**src/rtl/core/dnmc_pkg.sv**
```systemverilog
// day/night mode controller package: codes, counter type and compare helpers
// used by the controller core; depends on nothing else
package dnmc_pkg;

  // run counter, threshold, compare and config port widths
  localparam int CNT_W  = 8;
  localparam int THR_W  = 8;
  localparam int CMP_W  = (CNT_W > THR_W) ? CNT_W : THR_W;
  localparam int CFG_IW = 3;
  localparam int CFG_DW = 8;

  typedef logic [CNT_W-1:0] cnt_t;
  typedef logic [THR_W-1:0] thr_t;

  // light state codes
  typedef enum logic [1:0] {
    ST_DAY    = 2'd0,
    ST_NIGHT  = 2'd1,
    ST_DARK   = 2'd2,
    ST_LOWLUX = 2'd3
  } light_state_t;

  // operating modes
  typedef enum logic [1:0] {
    MODE_AUTO         = 2'd0,
    MODE_FORCED_NIGHT = 2'd1,
    MODE_FORCED_DAY   = 2'd2
  } mode_t;

  // light sensor levels
  typedef enum logic [1:0] {
    LL_BRIGHT  = 2'd0,
    LL_DARK    = 2'd1,
    LL_NEITHER = 2'd2
  } light_level_t;

  // bitrate levels
  typedef enum logic [1:0] {
    BR_NORMAL  = 2'd0,
    BR_BETWEEN = 2'd1,
    BR_HIGH    = 2'd2
  } bitrate_level_t;

  // encoder control codes
  typedef enum logic [1:0] {
    CTL_NONE     = 2'd0,
    CTL_CONTROL  = 2'd1,
    CTL_RECOVERY = 2'd2
  } ctl_t;

  // configuration register indexes
  typedef enum logic [CFG_IW-1:0] {
    REG_MODE            = 3'd0,
    REG_NIGHT_ENTER     = 3'd1,
    REG_DAY_ENTER       = 3'd2,
    REG_LOWLUX_ENTER    = 3'd3,
    REG_LOWLUX_EXIT     = 3'd4,
    REG_BITRATE_OVER    = 3'd5,
    REG_BITRATE_RECOVER = 3'd6
  } reg_idx_t;

  // saturating increment of a run counter
  function automatic cnt_t sat_inc(cnt_t c);
    return (c == {CNT_W{1'b1}}) ? c : cnt_t'(c + 1'b1);
  endfunction

  // run counter strictly above its threshold
  function automatic logic cnt_gt(cnt_t c, thr_t t);
    logic [CMP_W-1:0] cx;
    logic [CMP_W-1:0] tx;
    cx = CMP_W'(c);
    tx = CMP_W'(t);
    return cx > tx;
  endfunction

endpackage

```
**src/rtl/core/day_night_mode_controller.sv**
```systemverilog
// day/night mode controller: debounce counters, low-lux tracking and bitrate
// control stepping, one tick per transfer; depends on dnmc_pkg
//
// channel  | ports                                         | handshake
// ---------+-----------------------------------------------+----------------
// input    | in_light_level in_isp_day_flag in_bitrate_level | in_valid/in_ready
//          | in_encoder_control                            |
// result   | out_light_state out_state_changed             | out_valid/out_ready
//          | out_control_command out_control_changed       |
// config   | cfg_index cfg_wdata                           | cfg_we, no wait
//
// one tick per cycle sustained while out_ready stays high; a tick's result is
// registered in the input register and then in the result register fed by the
// update logic before it reaches the result ports
// the result register lets a new tick enter while a result waits; a full
// result register with out_ready low stalls the input register
// reset (synchronous, rst_n low) loads the register defaults and clears state
module day_night_mode_controller
  import dnmc_pkg::*;
(
  input  logic                clk,
  input  logic                rst_n,
  // input channel
  input  logic                in_valid,
  output logic                in_ready,
  input  logic [1:0]          in_light_level,
  input  logic                in_isp_day_flag,
  input  logic [1:0]          in_bitrate_level,
  input  logic [1:0]          in_encoder_control,
  // result channel
  output logic                out_valid,
  input  logic                out_ready,
  output logic [1:0]          out_light_state,
  output logic                out_state_changed,
  output logic [1:0]          out_control_command,
  output logic                out_control_changed,
  // configuration port
  input  logic                cfg_we,
  input  logic [CFG_IW-1:0]   cfg_index,
  input  logic [CFG_DW-1:0]   cfg_wdata
);

  // configuration registers
  logic [1:0] mode_r;
  thr_t       night_enter_r;
  thr_t       day_enter_r;
  thr_t       lowlux_enter_r;
  thr_t       lowlux_exit_r;
  thr_t       br_over_thr_r;
  thr_t       br_recover_thr_r;

  // input stage
  logic       s1_valid_r;
  logic [1:0] s1_light_r;
  logic       s1_isp_day_r;
  logic [1:0] s1_level_r;
  logic [1:0] s1_ctl_r;

  // controller state
  light_state_t state_r, state_nxt;
  cnt_t night_run_r, night_run_nxt;
  cnt_t day_run_r, day_run_nxt;
  cnt_t lowlux_run_r, lowlux_run_nxt;
  cnt_t lowlux_rec_r, lowlux_rec_nxt;
  cnt_t br_over_r, br_over_nxt;
  cnt_t br_rec_r, br_rec_nxt;

  // per-tick command
  logic [1:0] cmd_nxt;
  logic       cmd_chg_nxt;
  logic [1:0] ctl_new;

  // result register
  logic       out_valid_r;
  logic [1:0] out_state_r;
  logic       out_state_chg_r;
  logic [1:0] out_cmd_r;
  logic       out_cmd_chg_r;

  logic advance;
  logic s1_fire;
  logic in_fire;

  // pipeline flow control
  assign advance  = !out_valid_r || out_ready;
  assign s1_fire  = s1_valid_r && advance;
  assign in_ready = !s1_valid_r || advance;
  assign in_fire  = in_valid && in_ready;

  // configuration writes
  always_ff @(posedge clk) begin
    if (!rst_n) begin
      mode_r           <= MODE_AUTO;
      night_enter_r    <= thr_t'(2);
      day_enter_r      <= thr_t'(2);
      lowlux_enter_r   <= thr_t'(6);
      lowlux_exit_r    <= thr_t'(8);
      br_over_thr_r    <= thr_t'(6);
      br_recover_thr_r <= thr_t'(12);
    end else if (cfg_we) begin
      unique case (cfg_index)
        REG_MODE:            mode_r           <= cfg_wdata[1:0];
        REG_NIGHT_ENTER:     night_enter_r    <= cfg_wdata[THR_W-1:0];
        REG_DAY_ENTER:       day_enter_r      <= cfg_wdata[THR_W-1:0];
        REG_LOWLUX_ENTER:    lowlux_enter_r   <= cfg_wdata[THR_W-1:0];
        REG_LOWLUX_EXIT:     lowlux_exit_r    <= cfg_wdata[THR_W-1:0];
        REG_BITRATE_OVER:    br_over_thr_r    <= cfg_wdata[THR_W-1:0];
        REG_BITRATE_RECOVER: br_recover_thr_r <= cfg_wdata[THR_W-1:0];
        default: ;
      endcase
    end
  end

  // input register
  always_ff @(posedge clk) begin
    if (!rst_n) begin
      s1_valid_r <= 1'b0;
    end else if (in_ready) begin
      s1_valid_r <= in_valid;
    end
  end

  always_ff @(posedge clk) begin
    if (in_fire) begin
      s1_light_r   <= in_light_level;
      s1_isp_day_r <= in_isp_day_flag;
      s1_level_r   <= in_bitrate_level;
      s1_ctl_r     <= in_encoder_control;
    end
  end

  // next state and counter update
  always_comb begin
    state_nxt      = state_r;
    night_run_nxt  = night_run_r;
    day_run_nxt    = day_run_r;
    lowlux_run_nxt = lowlux_run_r;
    lowlux_rec_nxt = lowlux_rec_r;
    br_over_nxt    = br_over_r;
    br_rec_nxt     = br_rec_r;
    ctl_new        = s1_ctl_r;
    unique case (mode_r)
      MODE_AUTO: begin
        // night/day debounce
        case (s1_light_r)
          LL_DARK: begin
            night_run_nxt = sat_inc(night_run_r);
            day_run_nxt   = '0;
          end
          LL_BRIGHT: begin
            night_run_nxt = '0;
            day_run_nxt   = sat_inc(day_run_r);
          end
          default: ;
        endcase
        if (cnt_gt(night_run_nxt, night_enter_r)) begin
          state_nxt = ST_NIGHT;
        end else if (cnt_gt(day_run_nxt, day_enter_r)) begin
          state_nxt = ST_DAY;
        end

        // low-lux tracking outside night
        if (state_nxt != ST_NIGHT) begin
          if (!s1_isp_day_r) begin
            lowlux_run_nxt = sat_inc(lowlux_run_r);
            lowlux_rec_nxt = '0;
          end else if (state_r == ST_LOWLUX) begin
            lowlux_run_nxt = '0;
            lowlux_rec_nxt = sat_inc(lowlux_rec_r);
          end else begin
            lowlux_run_nxt = '0;
            lowlux_rec_nxt = '0;
          end
          if (cnt_gt(lowlux_run_nxt, lowlux_enter_r) && state_r == ST_DAY) begin
            state_nxt = ST_LOWLUX;
          end else if (cnt_gt(lowlux_rec_nxt, lowlux_exit_r)) begin
            state_nxt = ST_DAY;
          end else if (state_r == ST_LOWLUX) begin
            state_nxt = ST_LOWLUX;
          end
        end

        // bitrate control stepping
        if (s1_ctl_r != CTL_CONTROL && s1_level_r >= BR_HIGH) begin
          br_over_nxt = sat_inc(br_over_r);
          br_rec_nxt  = '0;
        end else if (s1_ctl_r != CTL_NONE && s1_level_r == BR_NORMAL) begin
          br_over_nxt = '0;
          br_rec_nxt  = sat_inc(br_rec_r);
        end else begin
          br_over_nxt = '0;
          br_rec_nxt  = '0;
        end
        if (cnt_gt(br_over_nxt, br_over_thr_r)) begin
          ctl_new = CTL_CONTROL;
        end else if (cnt_gt(br_rec_nxt, br_recover_thr_r)) begin
          ctl_new = (s1_ctl_r == CTL_RECOVERY) ? CTL_NONE : CTL_RECOVERY;
        end
        if (ctl_new != s1_ctl_r) begin
          br_over_nxt = '0;
          br_rec_nxt  = '0;
        end
      end
      MODE_FORCED_NIGHT: state_nxt = ST_NIGHT;
      MODE_FORCED_DAY:   state_nxt = ST_DAY;
      default: ;
    endcase
  end

  // command output for the tick
  always_comb begin
    cmd_chg_nxt = (mode_r == MODE_AUTO) && (ctl_new != s1_ctl_r);
    cmd_nxt     = cmd_chg_nxt ? ctl_new : CTL_NONE;
  end

  // state registers
  always_ff @(posedge clk) begin
    if (!rst_n) begin
      state_r      <= ST_DAY;
      night_run_r  <= '0;
      day_run_r    <= '0;
      lowlux_run_r <= '0;
      lowlux_rec_r <= '0;
      br_over_r    <= '0;
      br_rec_r     <= '0;
    end else if (s1_fire) begin
      state_r      <= state_nxt;
      night_run_r  <= night_run_nxt;
      day_run_r    <= day_run_nxt;
      lowlux_run_r <= lowlux_run_nxt;
      lowlux_rec_r <= lowlux_rec_nxt;
      br_over_r    <= br_over_nxt;
      br_rec_r     <= br_rec_nxt;
    end
  end

  // result register
  always_ff @(posedge clk) begin
    if (!rst_n) begin
      out_valid_r <= 1'b0;
    end else if (advance) begin
      out_valid_r <= s1_valid_r;
    end
  end

  always_ff @(posedge clk) begin
    if (s1_fire) begin
      out_state_r     <= state_nxt;
      out_state_chg_r <= (state_nxt != state_r);
      out_cmd_r       <= cmd_nxt;
      out_cmd_chg_r   <= cmd_chg_nxt;
    end
  end

  assign out_valid           = out_valid_r;
  assign out_light_state     = out_state_r;
  assign out_state_changed   = out_state_chg_r;
  assign out_control_command = out_cmd_r;
  assign out_control_changed = out_cmd_chg_r;

endmodule

```
**config.mk**
```make
export PLATFORM = sky130hd
export DESIGN_NAME = day_night_mode_controller
export DESIGN_NICKNAME = d
export VERILOG_FILES = /design/src/rtl/core/dnmc_pkg.sv /design/src/rtl/core/day_night_mode_controller.sv
export SDC_FILE = /design/constraint.sdc
export NUM_CORES = 1
export LEC_CHECK = 0
export BUFFER_PORTS_ARGS = -buffer_cell sky130_fd_sc_hd__buf_2
export CAP_MARGIN = 30
export CORE_MARGIN = 2
export CORE_UTILIZATION = 44
export CTS_BUF_LIST = sky130_fd_sc_hd__clkbuf_4
export DETAILED_ROUTE_END_ITERATION = 8
export PLACE_DENSITY_LB_ADDON = 0.1
export SETUP_SLACK_MARGIN = 0.2
export SYNTH_ARGS = -nofsm -noshare
export SYNTH_HDL_FRONTEND = slang
export SYNTH_SLANG_ARGS = --single-unit
```
**constraint.sdc**
```tcl
create_clock -name clk -period 5.7 [get_ports clk]
set_input_delay 1.14 -clock clk [delete_from_list [all_inputs] [get_ports clk]]
set_output_delay 1.14 -clock clk [all_outputs]
set_load 0.05 [all_outputs]
```
# ---- After elaboration in Yosys (flattened, before gate mapping)
# Index checks and enable logic that the tools add are counted.
dict set report classes {
  n_mux 37
  n_eq_ne 22
  add_sub_neg 6
  order_cmp 7
  n_reduce_logical 25
}
# operator n
set ops {}
lappend ops {{8-bit two-way mux} 22}
lappend ops {{8-bit by 1-bit adder with 8-bit output (second input constant)} 6}
lappend ops {{8-bit equality test (second input constant)} 6}
lappend ops {{8-bit > comparator} 6}
lappend ops {{8-bit one-hot mux with 2 select lines} 2}
lappend ops {{2-bit two-way mux} 12}
lappend ops {{2-bit AND reduction} 8}
lappend ops {{3-bit equality test (second input constant)} 3}
lappend ops {{2-bit zero test} 4}
lappend ops {{2-bit equality test (second input constant)} 3}
lappend ops {{3-bit by 2-bit equality test with 1-bit output (second input constant)} 2}
lappend ops {{1-bit logical AND} 6}
lappend ops {{2-bit != test} 3}
lappend ops {{2-bit one-hot mux with 3 select lines} 1}
lappend ops {{2-bit by 1-bit equality test with 1-bit output (second input constant)} 2}
lappend ops {{2-bit by 1-bit != test with 1-bit output (second input constant)} 2}
lappend ops {{3-bit by 1-bit equality test with 1-bit output (second input constant)} 1}
lappend ops {{3-bit zero test} 1}
lappend ops {{3-bit AND reduction} 1}
lappend ops {{2-bit >= comparator (second input constant)} 1}
lappend ops {{1-bit zero test} 2}
lappend ops {{1-bit logical OR} 2}
lappend ops {{2-bit nonzero test} 1}
dict set report word_totals {
  output_inout_bits 8
  register_bits 115
  in_bits 23
  word_cells 121
}

# ---- Longest topological paths before layout
dict set report depth {
  word_depth 17
  mapped_depth 17
  mapped_depth_nobuf 16
}

# ---- Worst setup path after synthesis
# No wires, ideal clock.
dict set report synth_path {
  kind {reg2reg}
  startpoint {register lowlux_run_r[0]}
  endpoint {register out_state_chg_r (netlist: out_state_changed), data pin}
  slack_ps 2459
  stages_incl_launch_ff 16
  t_arrival_ps 2968
  setup_ps 273
  period_less_slack_ps 3241
  required_ps 5427
  n_path_buf 1
  path_cell_list {dfxtp_1 > ha_1 > nand2_1 > nor2b_1 > and3_1 > buf_6 > or3b_4 > xor2_1 > nor2_1 > ha_1 > nand4_1 > a21o_1 > a2111oi_2 > a211o_1 > a41o_1 > o2111ai_1}
}
dict set report synth_between {
  elab_chain_cells 11
  elab_cells_between_ends 12
  classes_between {add/sub (1); order compare (1); eq/ne (2); mux (7); reduce/logical (1)}
}
# element line
set synth_lines {}
lappend synth_lines {{from (decl)} day_night_mode_controller.sv:63} ;# cnt_t lowlux_run_r, lowlux_run_nxt;
lappend synth_lines {{from (signal assigned)} day_night_mode_controller.sv:230} ;# lowlux_run_r <= lowlux_run_nxt;
lappend synth_lines {{8-bit by 1-bit adder with 8-bit output or 8-bit equality test (tied branches)} dnmc_pkg.sv:64} ;# return (c == {CNT_W{1'b1}}) ? c : cnt_t'(c + 1'b1);
lappend synth_lines {{8-bit two-way mux *} dnmc_pkg.sv:64}
lappend synth_lines {{8-bit two-way mux *} day_night_mode_controller.sv:164} ;# if (!s1_isp_day_r) begin
lappend synth_lines {{8-bit two-way mux *} day_night_mode_controller.sv:163} ;# if (state_nxt != ST_NIGHT) begin
lappend synth_lines {{8-bit two-way mux *} day_night_mode_controller.sv:142} ;# unique case (mode_r)
lappend synth_lines {{8-bit > comparator *} dnmc_pkg.sv:73} ;# return cx > tx;
lappend synth_lines {{1-bit logical AND *} day_night_mode_controller.sv:174} ;# if (cnt_gt(lowlux_run_nxt, lowlux_enter_r) && state_r == ST_DAY) begin
lappend synth_lines {{2-bit two-way mux *} day_night_mode_controller.sv:174}
lappend synth_lines {{2-bit two-way mux *} day_night_mode_controller.sv:163}
lappend synth_lines {{2-bit one-hot mux with 3 select lines *} day_night_mode_controller.sv:142}
lappend synth_lines {{2-bit != test *} day_night_mode_controller.sv:249} ;# out_state_chg_r <= (state_nxt != state_r);
lappend synth_lines {{to (signal assigned)} day_night_mode_controller.sv:249}
lappend synth_lines {{to (decl)} day_night_mode_controller.sv:76} ;# logic out_state_chg_r;
# Mark *: on every way between the ends. The rest lies on a longest branch, timed or not. The select of a mux whose other input is x is not followed.
# A chain may end at the register's enable or synchronous reset.

# ---- Worst setup path after layout
dict set report layout_path {
  startpoint {register night_run_r[0]}
  endpoint {register lowlux_run_r[3]}
}
dict set report layout_between {
  elab_chain_cells 9
  elab_cells_between_ends 10
  classes_between {add/sub (1); order compare (1); eq/ne (2); mux (5); reduce/logical (1)}
}
# element line
set layout_lines {}
lappend layout_lines {{from (decl)} day_night_mode_controller.sv:61} ;# cnt_t night_run_r, night_run_nxt;
lappend layout_lines {{from (signal assigned)} day_night_mode_controller.sv:228} ;# night_run_r <= night_run_nxt;
lappend layout_lines {{8-bit by 1-bit adder with 8-bit output or 8-bit equality test (tied branches)} dnmc_pkg.sv:64}
lappend layout_lines {{8-bit two-way mux} dnmc_pkg.sv:64}
lappend layout_lines {{8-bit one-hot mux with 2 select lines *} day_night_mode_controller.sv:145} ;# case (s1_light_r)
lappend layout_lines {{8-bit two-way mux *} day_night_mode_controller.sv:142}
lappend layout_lines {{8-bit > comparator *} dnmc_pkg.sv:73}
lappend layout_lines {{2-bit two-way mux *} day_night_mode_controller.sv:156} ;# if (cnt_gt(night_run_nxt, night_enter_r)) begin
lappend layout_lines {{2-bit two-way mux *} day_night_mode_controller.sv:142}
lappend layout_lines {{2-bit by 1-bit != test with 1-bit output *} day_night_mode_controller.sv:163}
lappend layout_lines {{3-bit AND reduction (no source line) *} n/a}
# Marks and branches as above.

==> flow_metrics.env <==
export IMPL_p_switching_mw=0.4031
export IMPL_syn_cell_area_mm2=0.006510
export IMPL_port_buffers=30
export IMPL_status="complete, no violations"
export IMPL_cts_resized=0
export IMPL_synthTopCellsByArea="dfxtp_1, ha_1, nand2_1, edfxtp_1, a21oi_1"
export IMPL_setup_tns_ps=0
export IMPL_power_switching_share=0.2683
export IMPL_cts_hold_fix_buffers=0
export IMPL_drv_cap=0
export IMPL_grt_first_pass_wirelength_mm=25.52
export IMPL_synth_commonest_cells="nand2_1, dfxtp_1, nor2_1"
export IMPL_hold_class="reg2reg"
export IMPL_die_height_um=125.6
export IMPL_grtUsageTotal=0.2000
export IMPL_drc=0
export IMPL_yosysMostFrequentCell="nand2_1"
export IMPL_ctsRootBufferMaster="clkbuf_4"
export IMPL_seq_area_frac_synth=0.3736
export IMPL_finalSetupViolCount=0
export IMPL_htree_levels=4
export IMPL_regToRegSetupSlack_ps=1650
export IMPL_ir_drop_mv=0.1363
export IMPL_clock_latency_ps=530
export IMPL_slew_headroom=0.3892
export IMPL_r2r_end="lowlux_run_r[3]$_SDFFE_PN0P_"
export IMPL_numClockSinks=115
export IMPL_synth_edf_count=13
export IMPL_async_flop_share=0
export IMPL_yosys_warnings=0
export IMPL_postLayoutCellArea_mm2=0.007041
export IMPL_wl_per_cell_um=14.80
export IMPL_min_path_cells=2
export IMPL_clkTransAtPathRegs_ps=110
export IMPL_hold_viol=0
export IMPL_vias=5579
export IMPL_clock_fmax_mhz=247.0
export IMPL_synthCells=805
export IMPL_finalMaxSlewViolations=0
export IMPL_synth_nets=882
export IMPL_rsz0062_at_grt="no"
export IMPL_worstRegToRegCells=14
export IMPL_rows=44
export IMPL_wirelength_mm=15.23
export IMPL_p_per_area_mw_per_mm2=213.4
export IMPL_critical_path_peak_fanout=20
export IMPL_synth_avg_cell_area_um2=8.087
export IMPL_first_global_vias=5401
export IMPL_synth_seq_cells=115
export IMPL_place_hpwl_mm=11.03
export IMPL_clock_skew_ps=19.06
export IMPL_fin_crit_sh=0.7103
export IMPL_p_seq_frac=0.566
export IMPL_startpoint_type="flip-flop"
export IMPL_core_area_mm2=0.01448
export IMPL_tightestPinTransition_ps=909.2
export IMPL_endpoint_kind="flip-flop"
export IMPL_start_util=0.4496
export IMPL_synth_flop_cell="dfxtp_1"
export IMPL_cts_tree="built"
export IMPL_first_pass_iters=4
export IMPL_io_pins=31
export IMPL_fp_dieW_um=125.6
export IMPL_place_area_mm2=0.006805
export IMPL_synthDominantAreaCellType="dfxtp_1"
export IMPL_ant_nets=0
export IMPL_gr_total_overflow=0
export IMPL_combPwrFrac=0.099
export IMPL_synth_top_cell_area_share=0.3137
export IMPL_p_total_mw=1.502
export IMPL_critPathKind="reg2reg"
export IMPL_cp_data_required_time_ps=6110
export IMPL_min_from="br_over_thr_r[4]$_SDFFE_PN0P_"
export IMPL_syn_to_final_growth_pct=8.149
export IMPL_drive_gt1_frac=0.07929
export IMPL_die_area_mm2=0.01578
export IMPL_vias_per_cell=5.422
export IMPL_whs_endpoint="br_over_thr_r[4]$_SDFFE_PN0P_"
export IMPL_reg2reg_from="night_run_r[0]$_SDFFE_PN0P_"
export IMPL_fin_nets=910
export IMPL_leakage_nw=2.795
export IMPL_antenna_found_initial=0
export IMPL_cts_buffer_depth=2
export IMPL_yosysUniqueCellTypes=57
export IMPL_clkPwrFrac=0.335
export IMPL_drt_iter0_drc=379
export IMPL_diodes=0
export IMPL_grt_max_degree=70
export IMPL_intPower_mw=1.099
export IMPL_cts_setup_buffers=0
export IMPL_numCtsBuffers=17
export IMPL_cp_arrival_ps=4460
export IMPL_min_period_ps=4049
export IMPL_place_congestion=0.8411
-- critical path, stage by stage (launching register included) --
cell	delay, ps
dfxtp_1	360
ha_1	210
and2_1	200
a31oi_1	480
and3_1	280
xnor2_1	130
nor2_1	60
ha_1	290
nand4_1	90
nor2_1	150
a21oi_1	50
nor2_1	330
o211a_1	770
o21ai_0	210
a32o_1	300
-- cell families (layout without fill, tap and decap cells) --
logic type / after synthesis / after routing / synth area share
flip-flops: 115 / 115 / 0.3736
multiplexers: 22 / 22 / 0.03421
buffers and inverters: 80 / 120 / 0.04882
AO/OA/AOI/OAI: 169 / 169 / 0.1705
AND/OR/NAND/NOR: 341 / 341 / 0.2368
adder cells (fa/ha/maj): 54 / 54 / 0.1038
XOR/XNOR: 24 / 24 / 0.03229
-- power groups by stage --
| stage | logic, mW | clock network, mW | registers (mW) |
|---|---|---|---|
| 4_1_cts | 0.149 | 0.528 | 0.850 |
| 5_1_grt | 0.166 | 0.568 | 0.853 |
| 6_report | 0.149 | 0.504 | 0.850 |
| 3_5_place_dp | 0.148 | 0 | 0.868 |
| 3_3_place_gp | 0.143 | 0 | 0.868 |
| 2_1_floorplan | 0.0955 | 0 | 0.872 |
-- per-layer routing --
metal  GRT usage  part of all wire  routed length [um]
met5           0                 0                   0
met2      0.3383              0.47                7128
met4     0.05686             0.014                 208
met3     0.04673             0.034                 524
met1      0.2560              0.48                7368
-- per-stage QoR --
step / util / hold slack (ps) / std cells / worst slack, ps
floorplan: - / 436.3 / 805 / 2459
global placement: 0.4695 / 443.5 / 996 / 1767
detailed placement: 0.4700 / 448.2 / 997 / 1680
CTS: 0.4853 / 461.8 / 1028 / 1647
global route: 0.4863 / 473.5 / 1029 / 1305
finish: 0.4863 / 459.3 / 1029 / 1651
-- area by class of cell --
type / instances / area (um^2)
Multi-Input combinational cell: 610 / 3760
Inverter: 54 / 202.7
Timing Repair Buffer: 35 / 193.9
Clock buffer: 20 / 150.1
Sequential cell: 115 / 2432
Fill cell: 1422 / 7438
Clock inverter: 11 / 71.32
Tap cell: 184 / 230.2
-- worst max-delay path by stage --
stage                                       from                      endpoint  slack [ps]  cells after the start
finish               night_run_r[0]$_SDFFE_PN0P_  lowlux_run_r[3]$_SDFFE_PN0P_        1650                     14
global route           day_run_r[0]$_SDFFE_PN0P_  lowlux_run_r[5]$_SDFFE_PN0P_        1300                     15
CTS                  night_run_r[0]$_SDFFE_PN0P_  lowlux_run_r[3]$_SDFFE_PN0P_        1650                     14
detailed placement   night_run_r[0]$_SDFFE_PN0P_  lowlux_run_r[5]$_SDFFE_PN0P_        1680                     14
global placement     night_run_r[0]$_SDFFE_PN0P_  lowlux_run_r[3]$_SDFFE_PN0P_        1770                     14
floorplan           lowlux_run_r[0]$_SDFFE_PN0P_   out_state_changed$_DFFE_PP_        2460                     15
-- layout by cell type, fill, tap and decap left out, types with 19 or more instances in the layout --
cell type,synthesis,routed
nor2_1,87,87
clkbuf_4,0,20
xor2_1,19,19
mux2i_1,20,20
nand2_1,134,134
inv_1,52,52
nand4_1,23,23
dfxtp_1,102,102
a21oi_1,68,68
ha_1,54,54
nand3_1,29,29
buf_2,2,30
-- state kept, by name, indices dropped and copies added (netlist names), 2 cells and up --
signal / flops
br_over_r: 8
br_over_thr_r: 8
br_rec_r: 8
br_recover_thr_r: 8
day_enter_r: 8
day_run_r: 8
lowlux_enter_r: 8
lowlux_exit_r: 8
lowlux_rec_r: 8
lowlux_run_r: 8
night_enter_r: 8
night_run_r: 8
mode_r: 2
out_control_command: 2
out_light_state: 2
s1_ctl_r: 2
s1_level_r: 2
s1_light_r: 2
state_r: 2
Power figures use the tool's default switching activity.
